<file path="src/design/ole_pkg.sv">
package ole_pkg;

    localparam int FUNC_W         = 3;
    localparam int POS_W          = 7;
    localparam int VALUE_W        = 32;
    localparam int ITEM_W         = 7;
    localparam int CAPACITY_DEF   = 64;
    localparam int DATA_WIDTH_DEF = 32;

    typedef enum logic [FUNC_W-1:0] {
        F_INSERT  = 3'd0,
        F_APPEND  = 3'd1,
        F_DEL_POS = 3'd2,
        F_POP     = 3'd3,
        F_DEL_VAL = 3'd4,
        F_SEARCH  = 3'd5,
        F_UPDATE  = 3'd6,
        F_READ    = 3'd7
    } func_t;

    typedef enum logic [1:0] {
        ST_OK    = 2'd0,
        ST_RANGE = 2'd1,
        ST_EMPTY = 2'd2,
        ST_FULL  = 2'd3
    } status_t;

    typedef enum logic [2:0] {
        S_IDLE,
        S_SHIFT,
        S_SCAN,
        S_READ,
        S_DONE
    } state_t;

    typedef struct packed {
        status_t                    status;
        logic                       found;
        logic signed [VALUE_W-1:0]  read_value;
        logic [ITEM_W-1:0]          item_count;
        logic                       is_empty;
    } res_t;

endpackage

</file>
<file path="src/design/ordered_list_engine_unit.sv">
// Requests are handled one at a time: pop, update and failed requests finish in S_IDLE, a read
// passes through S_READ, insert and append walk the entries from the tail down in S_SHIFT,
// and delete and search scan from the start position (0 for delete by value and search) in S_SCAN.
// Each walk is set by the single memory port pair moving one entry per cycle. Reset: rst_n
// clears the count, the sequencer state, its pending-read flag and the output valid flag
// asynchronously; entries are not cleared.
module ordered_list_engine_unit import ole_pkg::*; #(
    parameter int CAPACITY   = CAPACITY_DEF,
    parameter int DATA_WIDTH = DATA_WIDTH_DEF
) (
    input  logic                       clk,
    input  logic                       rst_n,
    input  logic                       in_valid,
    output logic                       in_stall,
    input  logic [FUNC_W-1:0]          func,
    input  logic [POS_W-1:0]           position,
    input  logic signed [VALUE_W-1:0]  value,
    output logic                       out_valid,
    input  logic                       out_stall,
    output logic [1:0]                 status,
    output logic                       found,
    output logic signed [VALUE_W-1:0]  read_value,
    output logic [ITEM_W-1:0]          item_count,
    output logic                       is_empty
);

    localparam int AW = $clog2(CAPACITY);

    res_t                  res;
    logic                  res_valid;
    logic                  res_take;
    logic                  mem_we;
    logic [AW-1:0]         mem_waddr;
    logic [DATA_WIDTH-1:0] mem_wdata;
    logic [AW-1:0]         mem_raddr;
    logic [DATA_WIDTH-1:0] mem_rdata;

    res_t out_res_reg, out_res_next;
    logic out_valid_reg, out_valid_next;

    ole_ram #(
        .WIDTH (DATA_WIDTH),
        .DEPTH (CAPACITY)
    ) u_ram (
        .clk   (clk),
        .we    (mem_we),
        .waddr (mem_waddr),
        .wdata (mem_wdata),
        .raddr (mem_raddr),
        .rdata (mem_rdata)
    );

    ole_seq #(
        .CAPACITY   (CAPACITY),
        .DATA_WIDTH (DATA_WIDTH)
    ) u_seq (
        .clk       (clk),
        .rst_n     (rst_n),
        .in_valid  (in_valid),
        .in_stall  (in_stall),
        .func      (func),
        .position  (position),
        .value     (value),
        .res       (res),
        .res_valid (res_valid),
        .res_take  (res_take),
        .mem_we    (mem_we),
        .mem_waddr (mem_waddr),
        .mem_wdata (mem_wdata),
        .mem_raddr (mem_raddr),
        .mem_rdata (mem_rdata)
    );

    // The output word register frees the sequencer as soon as it can load.
    assign res_take = res_valid && (!out_valid_reg || !out_stall);

    always_comb
    begin
        out_res_next   = out_res_reg;
        out_valid_next = out_valid_reg;
        if (res_take)
        begin
            out_res_next   = res;
            out_valid_next = 1'b1;
        end
        else if (!out_stall)
        begin
            out_valid_next = 1'b0;
        end
    end

    always_ff @(posedge clk or negedge rst_n)
    begin
        if (!rst_n)
        begin
            out_valid_reg <= 1'b0;
        end
        else
        begin
            out_valid_reg <= out_valid_next;
        end
    end

    always_ff @(posedge clk)
    begin
        out_res_reg <= out_res_next;
    end

    assign out_valid  = out_valid_reg;
    assign status     = out_res_reg.status;
    assign found      = out_res_reg.found;
    assign read_value = out_res_reg.read_value;
    assign item_count = out_res_reg.item_count;
    assign is_empty   = out_res_reg.is_empty;

endmodule

</file>
<file path="src/design/ole_ram.sv">
module ole_ram #(
    parameter int WIDTH = 8,
    parameter int DEPTH = 16
) (
    input  logic                         clk,
    input  logic                         we,
    input  logic [$clog2(DEPTH)-1:0]     waddr,
    input  logic [WIDTH-1:0]             wdata,
    input  logic [$clog2(DEPTH)-1:0]     raddr,
    output logic [WIDTH-1:0]             rdata
);

    logic [WIDTH-1:0] mem [DEPTH];
    logic [WIDTH-1:0] rdata_reg;

    always_ff @(posedge clk)
    begin
        if (we)
        begin
            mem[waddr] <= wdata;
        end
        rdata_reg <= mem[raddr];
    end

    assign rdata = rdata_reg;

endmodule

</file>
<file path="src/design/ole_seq.sv">
module ole_seq import ole_pkg::*; #(
    parameter int CAPACITY   = CAPACITY_DEF,
    parameter int DATA_WIDTH = DATA_WIDTH_DEF
) (
    input  logic                            clk,
    input  logic                            rst_n,
    input  logic                            in_valid,
    output logic                            in_stall,
    input  logic [FUNC_W-1:0]               func,
    input  logic [POS_W-1:0]                position,
    input  logic signed [VALUE_W-1:0]       value,
    output res_t                            res,
    output logic                            res_valid,
    input  logic                            res_take,
    output logic                            mem_we,
    output logic [$clog2(CAPACITY)-1:0]     mem_waddr,
    output logic [DATA_WIDTH-1:0]           mem_wdata,
    output logic [$clog2(CAPACITY)-1:0]     mem_raddr,
    input  logic [DATA_WIDTH-1:0]           mem_rdata
);

    localparam int AW  = $clog2(CAPACITY);
    localparam int CW  = $clog2(CAPACITY + 1);
    localparam int PXW = (CW > POS_W) ? CW : POS_W;

    state_t                    state_reg, state_next;
    func_t                     op_reg, op_next;
    logic [PXW-1:0]            pos_reg, pos_next;
    logic [DATA_WIDTH-1:0]     data_reg, data_next;
    logic [CW-1:0]             count_reg, count_next;
    logic [CW-1:0]             rd_idx_reg, rd_idx_next;
    logic [CW-1:0]             wr_idx_reg, wr_idx_next;
    logic [CW-1:0]             tag_reg, tag_next;
    logic                      pend_reg, pend_next;
    status_t                   status_reg, status_next;
    logic                      found_reg, found_next;
    logic signed [VALUE_W-1:0] rdval_reg, rdval_next;

    logic [PXW-1:0]        pos_x;
    logic [PXW-1:0]        cnt_x;
    logic [DATA_WIDTH-1:0] in_data;
    logic                  full;
    logic                  empty;
    logic                  hit;
    logic                  keep;
    logic [CW-1:0]         tag_inc;
    logic [CW-1:0]         rd_inc;
    logic [CW-1:0]         rd_dec;
    logic [CW-1:0]         wr_inc;

    assign pos_x   = PXW'(position);
    assign cnt_x   = PXW'(count_reg);
    assign in_data = DATA_WIDTH'(value);
    assign full    = (count_reg == CW'(CAPACITY));
    assign empty   = (count_reg == '0);
    assign hit     = (mem_rdata == data_reg);
    assign keep    = (op_reg == F_DEL_VAL) ? !hit : (PXW'(tag_reg) != pos_reg);
    assign tag_inc = tag_reg + CW'(1);
    assign rd_inc  = rd_idx_reg + CW'(1);
    assign rd_dec  = rd_idx_reg - CW'(1);
    assign wr_inc  = wr_idx_reg + CW'(1);

    assign in_stall  = (state_reg != S_IDLE);
    assign res_valid = (state_reg == S_DONE);

    assign res.status     = status_reg;
    assign res.found      = found_reg;
    assign res.read_value = rdval_reg;
    assign res.item_count = ITEM_W'(count_reg);
    assign res.is_empty   = empty;

    always_ff @(posedge clk or negedge rst_n)
    begin
        if (!rst_n)
        begin
            state_reg <= S_IDLE;
            count_reg <= '0;
            pend_reg  <= 1'b0;
        end
        else
        begin
            state_reg <= state_next;
            count_reg <= count_next;
            pend_reg  <= pend_next;
        end
    end

    always_ff @(posedge clk)
    begin
        op_reg     <= op_next;
        pos_reg    <= pos_next;
        data_reg   <= data_next;
        rd_idx_reg <= rd_idx_next;
        wr_idx_reg <= wr_idx_next;
        tag_reg    <= tag_next;
        status_reg <= status_next;
        found_reg  <= found_next;
        rdval_reg  <= rdval_next;
    end

    always_comb
    begin
        state_next  = state_reg;
        op_next     = op_reg;
        pos_next    = pos_reg;
        data_next   = data_reg;
        count_next  = count_reg;
        rd_idx_next = rd_idx_reg;
        wr_idx_next = wr_idx_reg;
        tag_next    = tag_reg;
        pend_next   = pend_reg;
        status_next = status_reg;
        found_next  = found_reg;
        rdval_next  = rdval_reg;
        mem_we      = 1'b0;
        mem_waddr   = '0;
        mem_wdata   = data_reg;
        mem_raddr   = '0;

        unique case (state_reg)
            S_IDLE:
            begin
                // A read request fetches its entry right away; the word lands in S_READ.
                mem_raddr = pos_x[AW-1:0];
                if (in_valid)
                begin
                    op_next     = func_t'(func);
                    pos_next    = pos_x;
                    data_next   = in_data;
                    found_next  = 1'b0;
                    rdval_next  = '0;
                    status_next = ST_OK;
                    pend_next   = 1'b0;
                    state_next  = S_DONE;
                    unique case (func_t'(func))
                        F_INSERT:
                        begin
                            if (pos_x > cnt_x)
                            begin
                                status_next = ST_RANGE;
                            end
                            else if (full)
                            begin
                                status_next = ST_FULL;
                            end
                            else
                            begin
                                rd_idx_next = count_reg;
                                state_next  = S_SHIFT;
                            end
                        end
                        F_APPEND:
                        begin
                            if (full)
                            begin
                                status_next = ST_FULL;
                            end
                            else
                            begin
                                pos_next    = cnt_x;
                                rd_idx_next = count_reg;
                                state_next  = S_SHIFT;
                            end
                        end
                        F_DEL_POS:
                        begin
                            if (empty)
                            begin
                                status_next = ST_EMPTY;
                            end
                            else if (pos_x >= cnt_x)
                            begin
                                status_next = ST_RANGE;
                            end
                            else
                            begin
                                rd_idx_next = CW'(pos_x);
                                wr_idx_next = CW'(pos_x);
                                state_next  = S_SCAN;
                            end
                        end
                        F_POP:
                        begin
                            if (empty)
                            begin
                                status_next = ST_EMPTY;
                            end
                            else
                            begin
                                count_next = count_reg - CW'(1);
                            end
                        end
                        F_DEL_VAL:
                        begin
                            if (empty)
                            begin
                                status_next = ST_EMPTY;
                            end
                            else
                            begin
                                rd_idx_next = '0;
                                wr_idx_next = '0;
                                state_next  = S_SCAN;
                            end
                        end
                        F_SEARCH:
                        begin
                            rd_idx_next = '0;
                            wr_idx_next = '0;
                            state_next  = S_SCAN;
                        end
                        F_UPDATE:
                        begin
                            if (pos_x >= cnt_x)
                            begin
                                status_next = ST_RANGE;
                            end
                            else
                            begin
                                mem_we    = 1'b1;
                                mem_waddr = pos_x[AW-1:0];
                                mem_wdata = in_data;
                            end
                        end
                        F_READ:
                        begin
                            if (pos_x >= cnt_x)
                            begin
                                status_next = ST_RANGE;
                            end
                            else
                            begin
                                state_next = S_READ;
                            end
                        end
                        default:
                        begin
                            status_next = ST_OK;
                        end
                    endcase
                end
            end

            S_SHIFT:
            begin
                // Walk down from the tail; each word read is written one slot up in the cycle after its read.
                if (pend_reg)
                begin
                    mem_we    = 1'b1;
                    mem_waddr = tag_inc[AW-1:0];
                    mem_wdata = mem_rdata;
                end
                if (PXW'(rd_idx_reg) > pos_reg)
                begin
                    mem_raddr   = rd_dec[AW-1:0];
                    tag_next    = rd_dec;
                    rd_idx_next = rd_dec;
                    pend_next   = 1'b1;
                end
                else
                begin
                    pend_next = 1'b0;
                    if (!pend_reg)
                    begin
                        mem_we     = 1'b1;
                        mem_waddr  = pos_reg[AW-1:0];
                        mem_wdata  = data_reg;
                        count_next = count_reg + CW'(1);
                        state_next = S_DONE;
                    end
                end
            end

            S_SCAN:
            begin
                // Compaction: kept words are written at the write index, which never
                // passes the read index, so no unread entry is overwritten.
                if (pend_reg)
                begin
                    if (op_reg == F_SEARCH)
                    begin
                        if (hit)
                        begin
                            found_next = 1'b1;
                        end
                    end
                    else if (keep)
                    begin
                        mem_we      = 1'b1;
                        mem_waddr   = wr_idx_reg[AW-1:0];
                        mem_wdata   = mem_rdata;
                        wr_idx_next = wr_inc;
                    end
                end
                if (rd_idx_reg < count_reg)
                begin
                    mem_raddr   = rd_idx_reg[AW-1:0];
                    tag_next    = rd_idx_reg;
                    rd_idx_next = rd_inc;
                    pend_next   = 1'b1;
                end
                else
                begin
                    pend_next = 1'b0;
                    if (!pend_reg)
                    begin
                        if (op_reg != F_SEARCH)
                        begin
                            count_next = wr_idx_reg;
                        end
                        state_next = S_DONE;
                    end
                end
            end

            S_READ:
            begin
                rdval_next = VALUE_W'($signed(mem_rdata));
                state_next = S_DONE;
            end

            S_DONE:
            begin
                if (res_take)
                begin
                    state_next = S_IDLE;
                end
            end

            default:
            begin
                state_next = S_IDLE;
            end
        endcase
    end

    a_count_bound: assert property (@(posedge clk) disable iff (!rst_n)
        count_reg <= CW'(CAPACITY))
        else $error("entry count above capacity");

    a_write_in_list: assert property (@(posedge clk) disable iff (!rst_n)
        mem_we |-> (CW'(mem_waddr) <= count_reg))
        else $error("memory write beyond the list tail");

    a_scan_order: assert property (@(posedge clk) disable iff (!rst_n)
        (state_reg == S_SCAN) |-> (wr_idx_reg <= rd_idx_reg))
        else $error("compaction write index passed read index");

    a_pend_only_in_walk: assert property (@(posedge clk) disable iff (!rst_n)
        pend_reg |-> (state_reg == S_SHIFT || state_reg == S_SCAN))
        else $error("outstanding read outside a list walk");

    a_done_holds: assert property (@(posedge clk) disable iff (!rst_n)
        (state_reg == S_DONE && !res_take) |=> (state_reg == S_DONE && $stable(count_reg)))
        else $error("result dropped before it was taken");

endmodule

</file>
<file path="config.mk">
export PLATFORM = sky130hd
export DESIGN_NAME = ordered_list_engine_unit
export DESIGN_NICKNAME = d
export VERILOG_FILES = /design/src/design/ole_pkg.sv /design/src/design/ordered_list_engine_unit.sv /design/src/design/ole_ram.sv /design/src/design/ole_seq.sv
export SDC_FILE = /design/constraint.sdc
export NUM_CORES = 2
export LEC_CHECK = 0
export BUFFER_PORTS_ARGS = -buffer_cell sky130_fd_sc_hd__buf_4
export CAP_MARGIN = 10
export CORE_MARGIN = 5
export CORE_UTILIZATION = 35
export DETAILED_ROUTE_END_ITERATION = 16
export GPL_TIMING_DRIVEN = 0
export PLACE_DENSITY_LB_ADDON = 0.3
export SYNTH_ARGS = -nofsm -noshare
export SYNTH_HDL_FRONTEND = slang
export SYNTH_SLANG_ARGS = --single-unit
</file>
<file path="constraint.sdc">
create_clock -name clk -period 5.8 [get_ports clk]
set_input_delay 0.87 -clock clk [delete_from_list [all_inputs] [get_ports clk]]
set_output_delay 0.87 -clock clk [all_outputs]
set_load 0.1 [all_outputs]
</file>
# Word-level counts from Yosys, hierarchy flattened
# Memories as Yosys holds them, arrays and structs flattened. A register that Yosys moved wholly into a read port is not among the register bits.
# Cells that the tools add are included.
word_totals:
  reg_bits: 153
  ramBits: 2048
  inputBits: 46
  output_inout_bits: 45
  word_cells: 189
  memories: 1
classes:
  addsub: 6
  n_lt_le_gt_ge: 4
  n_eq_ne: 40
  muxes: 96
  n_reduce_logical: 24
mem_list:
  columns: ["name", "depth", "width", "rd", "rd_ports_with_merged_regs", "wr", "line", "rtl"]
  rows:
  - ["u_ram.mem", 64, 32, 1, 1, 1, "ole_ram.sv:13", "logic [WIDTH-1:0] mem [DEPTH];"]
ops:
  columns: ["operator", "n"]
  rows:
  - ["two-way mux 32 bit", 10]
  - ["two-way mux 7 bit", 23]
  - ["case mux 32 bit (3 select lines)", 1]
  - ["two-way mux 6 bit", 11]
  - ["case mux 32 bit (2 select lines)", 1]
  - ["case mux 7 bit (3 select lines)", 3]
  - ["case mux 6 bit (3 select lines)", 2]
  - ["case mux 7 bit (5 select lines)", 1]
  - ["two-way mux 3 bit", 11]
  - ["== test 32 bit", 1]
  - ["case mux 7 bit (2 select lines)", 2]
  - ["AND reduction 9 bit", 3]
  - ["adder 7 x 1 -> 7 bit, second input constant", 3]
  - ["== test 3 bit, second input constant", 7]
  - ["two-way mux 1 bit", 21]
  - ["inequality test 2 x 1 -> 1 bit, second input constant", 9]
  - ["case mux 3 bit (6 select lines)", 1]
  - ["inequality test 2 bit, second input constant", 8]
  - ["inequality test 3 bit, second input constant", 5]
  - ["case mux 3 bit (5 select lines)", 1]
  - ["> comparator 7 bit", 2]
  - ["subtractor 7 x 1 -> 7 bit, second input constant", 2]
  - ["== test 3 x 2 -> 1 bit, second input constant", 4]
  - ["case mux 2 bit (5 select lines)", 1]
  - ["23 further kinds", 37]

# Depth between registers and ports, before layout
depth:
  word_depth: 9
  mapped_depth: 16

# By module
# A second synthesis with hierarchy kept.
unflattened:
  cells_unflattened: 4354
  area_unflattened_um2: 88254.6
by_module_without_submodules:
  columns: ["mod", "instances", "cells_each", "area_per_inst_um2"]
  rows:
  - ["ole_ram", 1, 3511, 79039.6]
  - ["ole_seq", 1, 797, 7880.1]
  - ["ordered_list_engine_unit", 1, 46, 1335.0]

# Least setup slack after synthesis
# Ideal clock, no wire load.
synth_path:
  path_type: "input-to-reg"
  start: "input position[0]"
  end: "memory u_ram.mem[0][10] (netlist name) (data pin)"
  arrival_time_ps: 4577
  t_required_ps: 5252
  setup_slack_ps: 675
  stages: 13
  path_buffers: 2
  path_cell_list: "inv_1 ha_1 nand2b_1 a21oi_1 o21ai_0 a211o_1 clkbuf_1 clkbuf_1 mux2_2 a21oi_1 nand2_1 a21oi_1 a21oi_1"
synth_via:
  elab_chain_len: 5
synth_rtl:
  columns: ["element", "line", "rtl"]
  rows:
  - ["start: declaration", "ordered_list_engine_unit.sv:16", "input logic [POS_W-1:0] position,"]
  - ["greater-or-equal comparator 7 bit", "ole_seq.sv:214", "if (pos_x >= cnt_x)"]
  - ["two-way mux 32 bit", "ole_seq.sv:214", null]
  - ["two-way mux 32 bit", "ole_seq.sv:135", "unique case (func_t'(func))"]
  - ["two-way mux 32 bit", "ole_seq.sv:125", "if (in_valid)"]
  - ["case mux 32 bit (3 select lines)", "ole_seq.sv:120", "unique case (state_reg)"]
  - ["named net mem_wdata[10]", "ordered_list_engine_unit.sv:34", "logic [DATA_WIDTH-1:0] mem_wdata;"]
  - ["end: declaration", "ole_ram.sv:13", null]
# The timed path passes the listed nets, and every way through them passes these cells.

# Final worst setup path
layout_path:
  start: "register u_seq.rd_idx_reg[1]"
  end: "register u_ram.rdata_reg[21] (netlist: u_ram.rdata[21]), read port of u_ram.mem"
layout_via:
  elab_chain_len: 3
  word_cells_on_any_way: 6
  classes_between: "1 x add/sub; 2 x order compare; 3 x mux"
layout_rtl:
  columns: ["element", "line", "rtl"]
  rows:
  - ["start: declaration", "ole_seq.sv:31", "logic [CW-1:0] rd_idx_reg, rd_idx_next;"]
  - ["start signal: assignment", "ole_seq.sv:93", "rd_idx_reg <= rd_idx_next;"]
  - ["subtractor 7 x 1 -> 7 bit (tied with other cells)", "ole_seq.sv:60", "assign rd_dec = rd_idx_reg - CW'(1);"]
  - ["two-way mux 6 bit (on tied branches)", "ole_seq.sv:253, ole_seq.sv:295", null]
  - ["case mux 6 bit (3 select lines) (*)", "ole_seq.sv:120", null]
  - ["end: declaration", "ole_ram.sv:14", "logic [WIDTH-1:0] rdata_reg;"]
# Mark *: on every way between the ends. The rest lies on a longest branch, timed or not.
# A chain may end at the register's enable or synchronous reset.

==> metrics.cfg <==
[sta]
finClkSkew_ps = 53.3
fmax_mhz = 171
setup-violations-final = 2
tightest_slew_ps = 1270
hold_viol = 0
maxSlewViolCount = 0
hold_ws_ps = 185
min_period_ps = 5860
fin_ws_ps = -55.5
rsz0062_at_grt = no
fin_crit_sh_pct = 101
setup_tns_ps = -63.2
slew_headroom_pct = 15.0

[logic_synthesis]
netlist_instances = 5734
ys_ff_latch = 2233
yosysSeqAreaShare_pct = 73.0
synth_area_per_cell_um2 = 15.9
synth_area_leader_cell = edfxtp_1
synth-edff-count = 2189
synthTopCellsByCount = 2,189 x edfxtp_1, 583 x nand2_1, 260 x mux2i_1
synth_cell_types = 84
synth_most_common_cell = edfxtp_1
syn_nets = 5811
ys.flop_type = edfxtp_1
syn_area_mm2 = 0.0913
async_reset_ff_share_pct = 0.537
post-synth-top-area-fraction_pct = 72.0
yosys-top-cells-area = edfxtp_1 72%, mux4_2 3.9%, mux2i_1 2.8%, nand2_1 2.4%, a211oi_1 1.9%
yosysWarnings = 0

[floorplan]
core_mm2 = 0.260
row_count = 187
io_pins = 91
die_area_mm2 = 0.271
start_util_pct = 35.2
die_y_um = 521
die_x_um = 521

[finish]
area_growth_pct = 17.8
top_register = u_ram.mem
drive_gt1_share_pct = 17.5
nets = 6279
largest_register_ffs = 2048
fin_area_mm2 = 0.108

[grt]
grt_max_degree = 46
grt_util_met1_pct = 28.6
use_met2_pct = 31.2
use_met3_pct = 4.18
busiest_layer = met2
antenna_found_initial = 22
grt_pass1_vias = 54751
track_usage_pct = 20.5
grt_pass1_wl_um = 406000
grt_overflow = 0

[critical_path]
start_kind = flip-flop
cp-end-kind = flip-flop
cp_top_family = compound AO/OA/AOI/OAI gates
cp_common_cell = clkbuf_1
path_cells = ha_1, and3b_1, o21a_1, o21ai_1, buf_4, o31ai_1, a21oi_2, clkbuf_1, nand3_1, clkbuf_1, a211oi_1, nor4_2
worst-setup-path-type = reg2reg
worstPathArrival_ps = 6540
cp_slowest_cell = clkbuf_1
path_buf_inv = 3
max_stage_delay_ps = 900
worstPathRequired_ps = 6490
worst-path-max-fanout = 10

[drt]
drtPass1Iterations = 8
drtIter0Drc = 7091
ant_nets = 0
drcViolationCount = 0
post_drt_wl_per_cell_um = 29.4
vias = 56606
routed_wirelength_um = 288000
avgViaCountPerCell = 5.78

[clocking]
clkLatencyLatePin_ps = 880
cts_sinks = 2233
cts-root-buf = clkbuf_16
ctsLongestPathBuffers = 3
cts_tree = done
clkTransAtPathRegs_ps = 70
cts_buffers = 218
cts_max_level = 4

[min_path]
hp-class = in2reg

[placed_design]
placed_area_mm2 = 0.100
place_congestion = 0.915
dp_hpwl_um = 205000
port_buffers = 90
pre_cts_ws_ps = -636

[pwr]
irDropWorstVdd_mv = 0.466
power_density_mw_per_mm2 = 649
leakagePower_nw = 35.2

[status]
status = complete, but fails checks
violations = setup timing

[job]
maxCapViolations = 0

per-layer routing:
| metal | up-vias | part of all wire [%] |
|---|---|---|
| met2 | 2818 | 45 |
| met5 | - | 0.0097 |
| met3 | 476 | 9.3 |
| met1 | 29224 | 41 |
| li1 | 24082 | - |
| met4 | 6 | 5.1 |
worst register-to-register path: stages (launching register included):
cell,delay (ps)
edfxtp_1,590
ha_1,390
and3b_1,200
o21a_1,200
o21ai_1,270
buf_4,280
o31ai_1,130
a21oi_2,670
clkbuf_1,910
nand3_1,550
clkbuf_1,420
a211oi_1,820
nor4_2,230
final timing paths:
| path | from | endpoint | slack (ps) | cells past startpoint |
|---|---|---|---|---|
| setup / recovery | u_seq.rd_idx_reg[1] | u_ram.rdata[21] | -60 | 12 |
| hold / removal | func[1] | u_seq.op_reg[1] | 180 | 1 |
| setup reg to reg | u_seq.rd_idx_reg[1] | u_ram.rdata[21] | -60 | 12 |
| hold reg to reg | u_seq.rdval_reg[11] | read_value[11] | 420 | 0 |
| max in group asynchronous | rst_n | u_seq.state_reg[2] | 5230 | 2 |
| min in group asynchronous | rst_n | u_seq.cnt_x[3] | 390 | 2 |
report_power, final:
| part | total (mW) | internal, mW | leakage [nW] | switching (mW) |
|---|---|---|---|---|
| clock | 14.0 | 7.71 | 3.36 | 6.27 |
| sequential | 23.9 | 23.3 | 20.3 | 0.624 |
| combinational | 32.0 | 9.48 | 11.6 | 22.5 |
| total | 69.8 | 40.4 | 35.2 | 29.4 |
layout make-up:
type                    instances  area, um2
multi-input cells            3021      23700
fillers                     23196     152000
repair buffers                249       3730
clock buffers                 269       5660
diodes                          4       10.0
clock inverters               130       1270
flip-flops and latches       2233      66700
inverters                      26       97.6
well taps                    3402       4260
plain buffers                 453       2220
timing repair:
item / CTS / global route
setup endpoints to repair: 30 / 133
pin swaps: 10 / 4
hold endpoints to repair: 12 / 0
buffers inserted: 2 / 5
gates resized for setup: 61 / 22
hold buffers: 1 / 0
layout by cell type (no fill, tap or decap), types with 107 or more instances in the layout:
cell type  count
a21oi_1      205
and3_1       107
nand4_1      197
edfxtp_1    2189
nand2_1      583
clkbuf_16    218
a211oi_1     228
a32o_1       120
clkbuf_1     293
mux2i_1      260
buf_4        148
o21ai_0      175
mux4_2       159
metrics by stage:
step | instances | utilization (%) | power (mW)
6_report | 9787 | 41.4 | 69.8
5_1_grt | 9783 | 41.4 | 72.0
4_1_cts | 9779 | 41.4 | 69.4
3_5_place_dp | 9377 | 38.6 | 54.9
3_3_place_gp | 9226 | 37.1 | 50.3
2_1_floorplan | 5734 | - | 39.7
kinds of logic (layout without fill, tap and decap cells):
logic type	Yosys count	in the layout	share of synthesized area [%]
other cells	0	4	0
buf+inv	480	1127	2.50
fa+ha+maj	31	31	0.433
flops	2233	2233	73.0
xor+xnor	61	61	0.585
simple gates	1277	1277	6.79
compound gates	1201	1201	9.53
mux	451	451	7.16
(Power assumes the default switching activity.)
